`src/design/owm_pkg.sv`:
```
// ----------------------------------------------------------------------------
// owm_pkg
// Shared types, register indexes and helpers for the 1-Wire bus master.
// ----------------------------------------------------------------------------
package owm_pkg;

  localparam int unsigned NumRegs   = 8;
  localparam int unsigned RegIdxW   = 3;
  localparam int unsigned TimeW     = 10;
  localparam int unsigned ByteW     = 8;
  localparam int unsigned BitCntW   = 4;
  localparam int unsigned ApbDataW  = 32;
  localparam int unsigned ApbAddrW  = 5;

  localparam logic [BitCntW-1:0] ByteBits = 4'd8;
  localparam logic [TimeW-1:0]   ResetRecoveryUs = 10'd410;

  // register indexes
  localparam logic [RegIdxW-1:0] RegWriteOneLow   = 3'd0;
  localparam logic [RegIdxW-1:0] RegWriteOneRest  = 3'd1;
  localparam logic [RegIdxW-1:0] RegWriteZeroLow  = 3'd2;
  localparam logic [RegIdxW-1:0] RegWriteZeroRest = 3'd3;
  localparam logic [RegIdxW-1:0] RegReadSampleWait = 3'd4;
  localparam logic [RegIdxW-1:0] RegReadRest      = 3'd5;
  localparam logic [RegIdxW-1:0] RegResetLow      = 3'd6;
  localparam logic [RegIdxW-1:0] RegPresenceWait  = 3'd7;

  // function codes
  localparam logic [2:0] FuncTick  = 3'd0;
  localparam logic [2:0] FuncReset = 3'd1;
  localparam logic [2:0] FuncWBit  = 3'd2;
  localparam logic [2:0] FuncRBit  = 3'd3;
  localparam logic [2:0] FuncWByte = 3'd4;
  localparam logic [2:0] FuncRByte = 3'd5;

  typedef logic [NumRegs-1:0][TimeW-1:0] cfg_t;

  typedef struct packed {
    logic [2:0]       func;
    logic [ByteW-1:0] data_in;
    logic             line_level;
  } in_item_t;

  typedef struct packed {
    logic             drive_low;
    logic             busy_res;
    logic             done_res;
    logic [ByteW-1:0] read_value;
    logic             presence;
  } out_item_t;

  // a zero timing value still lasts one tick
  function automatic logic [TimeW-1:0] ticks_of(input logic [TimeW-1:0] v);
    ticks_of = (v == '0) ? {{(TimeW-1){1'b0}}, 1'b1} : v;
  endfunction

endpackage

```
`src/design/one_wire_bus_master.sv`:
```
// ----------------------------------------------------------------------------
// one_wire_bus_master
// 1-Wire bus master at standard speed, one input transfer per microsecond tick.
//
//   channel   direction  handshake               payload
//   in        input      in_valid_i / in_ready_o in_item_i  (func, data_in, line_level)
//   out       output     out_valid_o/ out_ready_i out_item_o (drive_low .. presence)
//   cfg       input      APB, pready tied high   8 timing registers, 10 bits each
//
// Each tick's transfer can be accepted every cycle while the skid register is empty.
// The tick's result is registered; a skid register holds one more result
// while the output stalls, and in_ready_o drops only when that is full.
// Reset returns the sequencer to idle and the registers to their defaults.
// ----------------------------------------------------------------------------
module one_wire_bus_master (
  input  logic                          clk_i,
  input  logic                          rst_ni,
  input  logic                          in_valid_i,
  output logic                          in_ready_o,
  input  owm_pkg::in_item_t             in_item_i,
  output logic                          out_valid_o,
  input  logic                          out_ready_i,
  output owm_pkg::out_item_t            out_item_o,
  input  logic                          psel,
  input  logic                          penable,
  input  logic                          pwrite,
  input  logic [owm_pkg::ApbAddrW-1:0]  paddr,
  input  logic [owm_pkg::ApbDataW-1:0]  pwdata,
  output logic [owm_pkg::ApbDataW-1:0]  prdata,
  output logic                          pready
);
  import owm_pkg::*;

  cfg_t      cfg;
  out_item_t res;
  out_item_t out_q, skid_q;
  logic      out_valid_q, skid_valid_q;
  logic      in_fire;
  logic      out_free;

  owm_regs u_regs (
    .clk_i   (clk_i),
    .rst_ni  (rst_ni),
    .psel    (psel),
    .penable (penable),
    .pwrite  (pwrite),
    .paddr   (paddr),
    .pwdata  (pwdata),
    .prdata  (prdata),
    .pready  (pready),
    .cfg_o   (cfg)
  );

  owm_engine u_engine (
    .clk_i  (clk_i),
    .rst_ni (rst_ni),
    .step_i (in_fire),
    .item_i (in_item_i),
    .cfg_i  (cfg),
    .res_o  (res)
  );

  assign in_ready_o = !skid_valid_q;
  assign in_fire    = in_valid_i && in_ready_o;
  assign out_free   = out_ready_i || !out_valid_q;

  always_ff @(posedge clk_i or negedge rst_ni) begin
    if (!rst_ni) begin
      out_valid_q  <= 1'b0;
      skid_valid_q <= 1'b0;
    end else if (out_free) begin
      if (skid_valid_q) begin
        out_valid_q  <= 1'b1;
        skid_valid_q <= 1'b0;
      end else begin
        out_valid_q <= in_fire;
      end
    end else if (in_fire) begin
      skid_valid_q <= 1'b1;
    end
  end

  always_ff @(posedge clk_i) begin
    if (out_free) begin
      if (skid_valid_q) begin
        out_q <= skid_q;
      end else if (in_fire) begin
        out_q <= res;
      end
    end else if (in_fire) begin
      skid_q <= res;
    end
  end

  assign out_valid_o = out_valid_q;
  assign out_item_o  = out_q;

  a_skid_behind_out: assert property (@(posedge clk_i) disable iff (!rst_ni)
    skid_valid_q |-> out_valid_q)
    else $error("skid holds a result with output empty");

  a_stall_to_skid: assert property (@(posedge clk_i) disable iff (!rst_ni)
    (out_valid_q && !out_ready_i && in_fire) |=> skid_valid_q)
    else $error("transfer during stall not held in skid");

  a_skid_drain: assert property (@(posedge clk_i) disable iff (!rst_ni)
    (skid_valid_q && out_ready_i) |=> (!skid_valid_q && out_valid_q))
    else $error("skid did not drain into output");

endmodule

```
`src/design/owm_regs.sv`:
```
// ----------------------------------------------------------------------------
// owm_regs
// APB register file holding the slot timing values.
// ----------------------------------------------------------------------------
module owm_regs (
  input  logic                          clk_i,
  input  logic                          rst_ni,
  input  logic                          psel,
  input  logic                          penable,
  input  logic                          pwrite,
  input  logic [owm_pkg::ApbAddrW-1:0]  paddr,
  input  logic [owm_pkg::ApbDataW-1:0]  pwdata,
  output logic [owm_pkg::ApbDataW-1:0]  prdata,
  output logic                          pready,
  output owm_pkg::cfg_t                 cfg_o
);
  import owm_pkg::*;

  cfg_t              cfg_q;
  logic [RegIdxW-1:0] idx;
  logic               wr_en;

  assign idx    = paddr[ApbAddrW-1:2];
  assign pready = 1'b1;
  assign wr_en  = psel && penable && pwrite && pready;

  always_ff @(posedge clk_i or negedge rst_ni) begin
    if (!rst_ni) begin
      cfg_q[RegWriteOneLow]    <= 10'd6;
      cfg_q[RegWriteOneRest]   <= 10'd64;
      cfg_q[RegWriteZeroLow]   <= 10'd60;
      cfg_q[RegWriteZeroRest]  <= 10'd10;
      cfg_q[RegReadSampleWait] <= 10'd9;
      cfg_q[RegReadRest]       <= 10'd55;
      cfg_q[RegResetLow]       <= 10'd480;
      cfg_q[RegPresenceWait]   <= 10'd70;
    end else if (wr_en) begin
      cfg_q[idx] <= pwdata[TimeW-1:0];
    end
  end

  assign prdata = {{(ApbDataW-TimeW){1'b0}}, cfg_q[idx]};
  assign cfg_o  = cfg_q;

endmodule

```
`src/design/owm_engine.sv`:
```
// ----------------------------------------------------------------------------
// owm_engine
// Slot sequencer: advances the bus phase by one tick per step and forms the
// result of that tick.
// ----------------------------------------------------------------------------
module owm_engine (
  input  logic                clk_i,
  input  logic                rst_ni,
  input  logic                step_i,
  input  owm_pkg::in_item_t   item_i,
  input  owm_pkg::cfg_t       cfg_i,
  output owm_pkg::out_item_t  res_o
);
  import owm_pkg::*;

  localparam logic [1:0] PhIdle = 2'd0;
  localparam logic [1:0] PhLow  = 2'd1;
  localparam logic [1:0] PhWait = 2'd2;
  localparam logic [1:0] PhRest = 2'd3;

  logic [1:0]         phase_q, phase_d;
  logic [TimeW-1:0]   cnt_q, cnt_d;
  logic [2:0]         op_q, op_d;
  logic [BitCntW-1:0] bits_q, bits_d;
  logic [ByteW-1:0]   sh_q, sh_d;
  logic               cur_bit_q, cur_bit_d;
  logic               sample_q, sample_d;
  logic [ByteW-1:0]   rval_q, rval_d;
  logic               pres_q, pres_d;
  logic               drive, busy, done;
  logic               start;

  assign start = (phase_q == PhIdle) && (item_i.func >= FuncReset) &&
                 (item_i.func <= FuncRByte);

  always_comb begin
    phase_d   = phase_q;
    cnt_d     = cnt_q;
    op_d      = op_q;
    bits_d    = bits_q;
    sh_d      = sh_q;
    cur_bit_d = cur_bit_q;
    sample_d  = sample_q;
    rval_d    = rval_q;
    pres_d    = pres_q;
    drive     = 1'b0;
    busy      = 1'b0;
    done      = 1'b0;

    if (start) begin
      op_d     = item_i.func;
      sample_d = 1'b0;
      case (item_i.func)
        FuncWBit: begin
          sh_d   = {{(ByteW-1){1'b0}}, (item_i.data_in != '0)};
          bits_d = {{(BitCntW-1){1'b0}}, 1'b1};
        end
        FuncWByte: begin
          sh_d   = item_i.data_in;
          bits_d = ByteBits;
        end
        FuncRByte: begin
          sh_d   = '0;
          bits_d = ByteBits;
        end
        default: begin
          sh_d   = '0;
          bits_d = {{(BitCntW-1){1'b0}}, 1'b1};
        end
      endcase
      // first slot
      phase_d = PhLow;
      if (op_d == FuncReset) begin
        cnt_d = ticks_of(cfg_i[RegResetLow]);
      end else if (op_d == FuncRBit || op_d == FuncRByte) begin
        cnt_d = ticks_of(cfg_i[RegWriteOneLow]);
      end else begin
        cur_bit_d = sh_d[0];
        sh_d      = {1'b0, sh_d[ByteW-1:1]};
        cnt_d     = cur_bit_d ? ticks_of(cfg_i[RegWriteOneLow])
                              : ticks_of(cfg_i[RegWriteZeroLow]);
      end
    end

    if (phase_d != PhIdle) begin
      busy  = 1'b1;
      drive = (phase_d == PhLow);
      if (phase_d == PhRest && sample_d) begin
        sample_d = 1'b0;
        if (op_d == FuncReset) begin
          sh_d = {{(ByteW-1){1'b0}}, !item_i.line_level};
        end else if (op_d == FuncRBit) begin
          sh_d = {{(ByteW-1){1'b0}}, item_i.line_level};
        end else begin
          sh_d = {item_i.line_level, sh_d[ByteW-1:1]};
        end
      end
      cnt_d = cnt_d - 1'b1;
      if (cnt_d == '0) begin
        case (phase_d)
          PhLow: begin
            if (op_d == FuncWBit || op_d == FuncWByte) begin
              phase_d = PhRest;
              cnt_d   = cur_bit_d ? ticks_of(cfg_i[RegWriteOneRest])
                                  : ticks_of(cfg_i[RegWriteZeroRest]);
            end else begin
              phase_d = PhWait;
              cnt_d   = (op_d == FuncReset) ? ticks_of(cfg_i[RegPresenceWait])
                                            : ticks_of(cfg_i[RegReadSampleWait]);
            end
          end
          PhWait: begin
            phase_d  = PhRest;
            cnt_d    = (op_d == FuncReset) ? ticks_of(ResetRecoveryUs)
                                           : ticks_of(cfg_i[RegReadRest]);
            sample_d = 1'b1;
          end
          default: begin
            if (bits_d != '0) begin
              bits_d = bits_d - 1'b1;
            end
            if (bits_d != '0) begin
              // next slot of a byte
              phase_d = PhLow;
              if (op_d == FuncRBit || op_d == FuncRByte) begin
                cnt_d = ticks_of(cfg_i[RegWriteOneLow]);
              end else begin
                cur_bit_d = sh_d[0];
                sh_d      = {1'b0, sh_d[ByteW-1:1]};
                cnt_d     = cur_bit_d ? ticks_of(cfg_i[RegWriteOneLow])
                                      : ticks_of(cfg_i[RegWriteZeroLow]);
              end
            end else begin
              if (op_d == FuncReset) begin
                pres_d = sh_d[0];
              end else if (op_d == FuncRBit || op_d == FuncRByte) begin
                rval_d = sh_d;
              end
              done    = 1'b1;
              phase_d = PhIdle;
            end
          end
        endcase
      end
    end
  end

  always_ff @(posedge clk_i or negedge rst_ni) begin
    if (!rst_ni) begin
      phase_q   <= PhIdle;
      cnt_q     <= '0;
      op_q      <= FuncTick;
      bits_q    <= '0;
      sh_q      <= '0;
      cur_bit_q <= 1'b0;
      sample_q  <= 1'b0;
      rval_q    <= '0;
      pres_q    <= 1'b0;
    end else if (step_i) begin
      phase_q   <= phase_d;
      cnt_q     <= cnt_d;
      op_q      <= op_d;
      bits_q    <= bits_d;
      sh_q      <= sh_d;
      cur_bit_q <= cur_bit_d;
      sample_q  <= sample_d;
      rval_q    <= rval_d;
      pres_q    <= pres_d;
    end
  end

  assign res_o.drive_low  = drive;
  assign res_o.busy_res   = busy;
  assign res_o.done_res   = done;
  assign res_o.read_value = rval_d;
  assign res_o.presence   = pres_d;

  a_done_busy: assert property (@(posedge clk_i) disable iff (!rst_ni)
    res_o.done_res |-> res_o.busy_res)
    else $error("done without busy");

  a_cnt_live: assert property (@(posedge clk_i) disable iff (!rst_ni)
    (phase_q != PhIdle) |-> (cnt_q != '0))
    else $error("active phase with zero count");

  a_done_idle: assert property (@(posedge clk_i) disable iff (!rst_ni)
    (step_i && res_o.done_res) |=> (phase_q == PhIdle))
    else $error("command finished but phase not idle");

endmodule

```
`config.mk`:
```
export PLATFORM = sky130hd
export DESIGN_NAME = one_wire_bus_master
export DESIGN_NICKNAME = d
export VERILOG_FILES = /design/src/design/owm_pkg.sv /design/src/design/one_wire_bus_master.sv /design/src/design/owm_regs.sv /design/src/design/owm_engine.sv
export SDC_FILE = /design/constraint.sdc
export NUM_CORES = 1
export LEC_CHECK = 0
export BUFFER_PORTS_ARGS = -buffer_cell sky130_fd_sc_hd__buf_2
export CAP_MARGIN = 5
export CORE_MARGIN = 2
export CORE_UTILIZATION = 55
export CTS_BUF_LIST = sky130_fd_sc_hd__clkbuf_4 sky130_fd_sc_hd__clkbuf_8 sky130_fd_sc_hd__clkbuf_16
export DETAILED_ROUTE_END_ITERATION = 8
export PLACE_DENSITY_LB_ADDON = 0.1
export SLEW_MARGIN = 20
export SYNTH_ARGS = -nofsm -noshare
export SYNTH_HDL_FRONTEND = slang
export SYNTH_SLANG_ARGS = --single-unit
```
`constraint.sdc`:
```
create_clock -name clk_i -period 6.95 [get_ports clk_i]
set_input_delay 0.695 -clock clk_i [delete_from_list [all_inputs] [get_ports clk_i]]
set_output_delay 0.695 -clock clk_i [all_outputs]
set_load 0.02 [all_outputs]
```
==> summary.md <==
| Metric | Value |
|---|---|
| Sequential fraction of the synthesis area | `41.9%` |
| Max rail drop VDD | `217 uV` |
| Die ar. | `0.0173 mm^2` |
| Crit path buf inv count | `2` |
| Period utilization | `70.9%` |
| DRT iter0 DRCs | `737` |
| Reg clk slew, reported paths | `0.07 ns` |
| Clock Path Buffers | `2` |
| Initial Util | `56.4%` |
| Crit Path Max Fanout | `17` |
| Fraction of layout cells with a size suffix above 1 | `30.4%` |
| Slowest stage delay, CP | `0.87 ns` |
| Ys flop type | `dfrtp_1` |
| RSZ-0062 raised after global routing | `no` |
| Post-CTS setup buffers | `0` |
| First drt pass iteration count | `6` |
| Setup_tns | `0 ns` |
| Core Area | `0.0159 mm^2` |
| Area of the mapped netlist | `0.00896 mm^2` |
| Rows | `46` |
| Synth warn | `0` |
| Synth Area in Compound Gates | `16.4%` |
| Min-Delay Path Class | `primary input to async pin` |
| Final Wtd Congestion | `0.929` |
| Max-Cap Viols | `0` |
| Fill count | `1334` |
| N_diodes | `0` |
| Residual DRC | `0` |
| Area grow syn2layout | `10.4%` |
| Cell Count, Final, Fillers Out | `1121` |
| Via/cell ratio | `6.48` |
| Clk root buf | `clkbuf_16` |
| Cell Pwr Density | `341 mW/mm^2` |
| GRT Util Overall | `29.1%` |
| Final Net Count | `951` |
| # H-tree levels | `4` |
| Post-synth cell types | `83` |
| Antenna viol nets, final | `0` |
| Cts hold-fix bufs | `0` |
| Total Wirelength | `24900 um` |
| CP endpoint kind | `register` |
| Overflow after GRT | `0` |
| Status | `complete, no violations` |
| Most frequent cells in the layout | `105 x mux2_2, 97 x dfrtp_1, 73 x nand2_1` |
| Placed Instance Area | `0.00931 mm^2` |
| Clock skew | `0.00937 ns` |
| Mux contribution to synthesized area | `21.5%` |
| CTS tree | `yes` |
| Synth Area in Simple Gates | `14.3%` |
| Number of global-route vias before repair | `6986` |
| Die Wd | `132 um` |
| Clk_lat worst skew | `0.43 ns` |
| Placed Instances | `1089` |
| Post-DP HPWL | `17800 um` |
| CP cell instances | `a211o_1 > nor2_4 > o22ai_2 > o21bai_1 > inv_1 > ha_1 > inv_1 > a2111oi_0 > o21ai_1 > a2111oi_4 > mux2_4 > mux2_1` |
| Nature of the critical path startpoint | `register` |
| First-pass GRT wire length | `39500 um` |
| Via count | `7269` |
| Fraction of registers with async set/reset | `83.3%` |
| WP data arrival | `5.11 ns` |
| Total CTS buffers | `17` |
| EDFF count, synth | `24` |
| Largest family of logic cells by synthesized area | `multiplexers` |
| Final Cell Area | `0.00989 mm^2` |
| Slew HR | `25.7%` |
| Xor/xnor share of the synthesized area | `0.978%` |
| Worst EP required | `7.13 ns` |
| Setup violators final | `0` |
| Mapped Cells | `854` |
| Fmax | `0.203 GHz` |
| Slew of the pin with the lowest slew margin | `1.11 ns` |
| Most common cell after layout, fill and taps aside | `mux2_2` |
| CP Class | `register to register` |
| Most used cell, CP | `inv_1` |
| Seq cells post-synth | `144` |
| Largest net degree at the start of global routing | `83` |
| Clk sinks | `144` |
| PortBufs | `55` |
| Die Y | `132 um` |
| Crit-path leading delay family | `compound AO/OA/AOI/OAI gates` |
| Syn avg cell area | `10.5 um^2` |
| PostCTS Resize Cnt | `0` |
| Wire per inst | `22.2 um` |
| Antenna violations before repair | `0` |
| Final Slew Violations | `0` |
| Crit path time final | `4.92 ns` |
| IO Count | `103` |
| Fin. Hold Viols | `0` |
| Critical-path top delay cell | `a2111oi_4` |
| Adder-Cell Fraction of Synth Area | `0.419%` |
| Leak pwr | `3.95 nW` |
## layer usage
layer,global-route usage (%),vias up,share of wire [%]
li1,-,3288,-
met1,38.7,3652,42
met2,49.3,292,50
met3,4.44,37,6.2
met4,8.88,0,2.2
met5,0,-,0
## report_power, final
part | leakage [nW] | internal, mW | switching (mW)
clock | 0.264 | 0.503 | 0.399
sequential | 1.69 | 1.04 | 0.179
combinational | 1.99 | 0.501 | 0.751
## Yosys cell counts, types with 4 or more instances
library cell	instances	share of area, %
mux2_2	105	13
dfrtp_1	97	27
nand2_1	73	3.1
nor2_1	53	2.2
a21oi_1	36	2.0
o21ai_0	36	2.0
clkbuf_1	30	1.3
mux2i_1	30	3.4
nand3_1	29	1.6
buf_4	24	2.0
edfxtp_1	24	8.0
dfstp_2	23	6.7
a31oi_1	15	1.0
nor4_1	13	0.91
nor3_1	12	0.67
nor2b_1	11	0.77
mux4_2	10	2.5
o21ai_1	10	0.56
mux2_1	9	1.1
o211ai_1	9	0.75
or3_1	9	0.63
a21boi_0	8	0.67
and3_1	8	0.56
inv_1	8	0.34
mux2_4	8	1.3
nand4_1	8	0.56
o221ai_1	8	0.78
o22ai_1	8	0.56
a211oi_1	7	0.59
a22oi_1	7	0.59
a31o_2	7	0.68
buf_2	7	0.39
a32oi_1	6	0.59
buf_1	6	0.25
xnor2_1	6	0.59
o21a_1	5	0.42
o31ai_1	5	0.42
a21o_1	4	0.34
nand2b_1	4	0.28
nor3b_1	4	0.34
or4_1	4	0.34
xor2_1	4	0.39
## path summary, 6_finish.rpt
check / from / endpoint / slack, ns / cells after the start
worst max-delay path: u_engine.phase_q[0] / out_item_o[6] / 2.03 / 12
worst min-delay path: rst_ni / u_engine.bits_q[1] / 0.24 / 1
max in group asynchronous: rst_ni / u_regs.cfg_o[4] / 5.55 / 2
worst max register to register: u_engine.phase_q[0] / out_item_o[6] / 2.03 / 12
worst min register to register: u_engine.sh_q[6] / u_engine.sh_q[6] / 0.49 / 2
min in group clk_i: u_engine.sh_q[6] / u_engine.sh_q[6] / 0.49 / 2
## flip-flops by register name, indices dropped and copies added (netlist names)
name / flops
u_regs.cfg_o: 80
out_item_o: 12
skid_q: 12
u_engine.cnt_q: 10
u_engine.rval_q: 8
u_engine.sh_q: 8
u_engine.bits_q: 4
u_engine.op_q: 3
u_engine.phase_q: 2
out_valid_o: 1
skid_valid_q: 1
u_engine.cur_bit_q: 1
u_engine.pres_q: 1
u_engine.sample_q: 1
## kinds of logic after synthesis
kind of cell | Yosys count
fa+ha+maj | 3
mux | 162
buf+inv | 76
flops | 144
other cells | 2
xor+xnor | 10
simple gates | 250
compound gates | 207
## final cells by class
class                   count  area (um^2)  share of cell area (%)
clock inverters            15          153                    1.54
flip-flops and latches    144         3750                    37.9
repair buffers             66          364                    3.68
clock buffers              17          425                    4.30
multi-input cells         655         4900                    49.5
well taps                 216          270                    2.73
inverters                   8         30.0                   0.304
## through the flow
stage               setup WS (ns)  hold WS [ns]  total power, mW  utilization [%]
floorplan                    2.56         0.399             2.10                -
global placement             1.79         0.463             2.42             58.6
detailed placement           1.69         0.476             2.45             58.6
CTS                          2.09         0.249             3.36             62.2
global route                 1.81         0.281             3.54             62.3
finish                       2.03         0.238             3.37             62.3
Power figures use the tool's default switching activity.
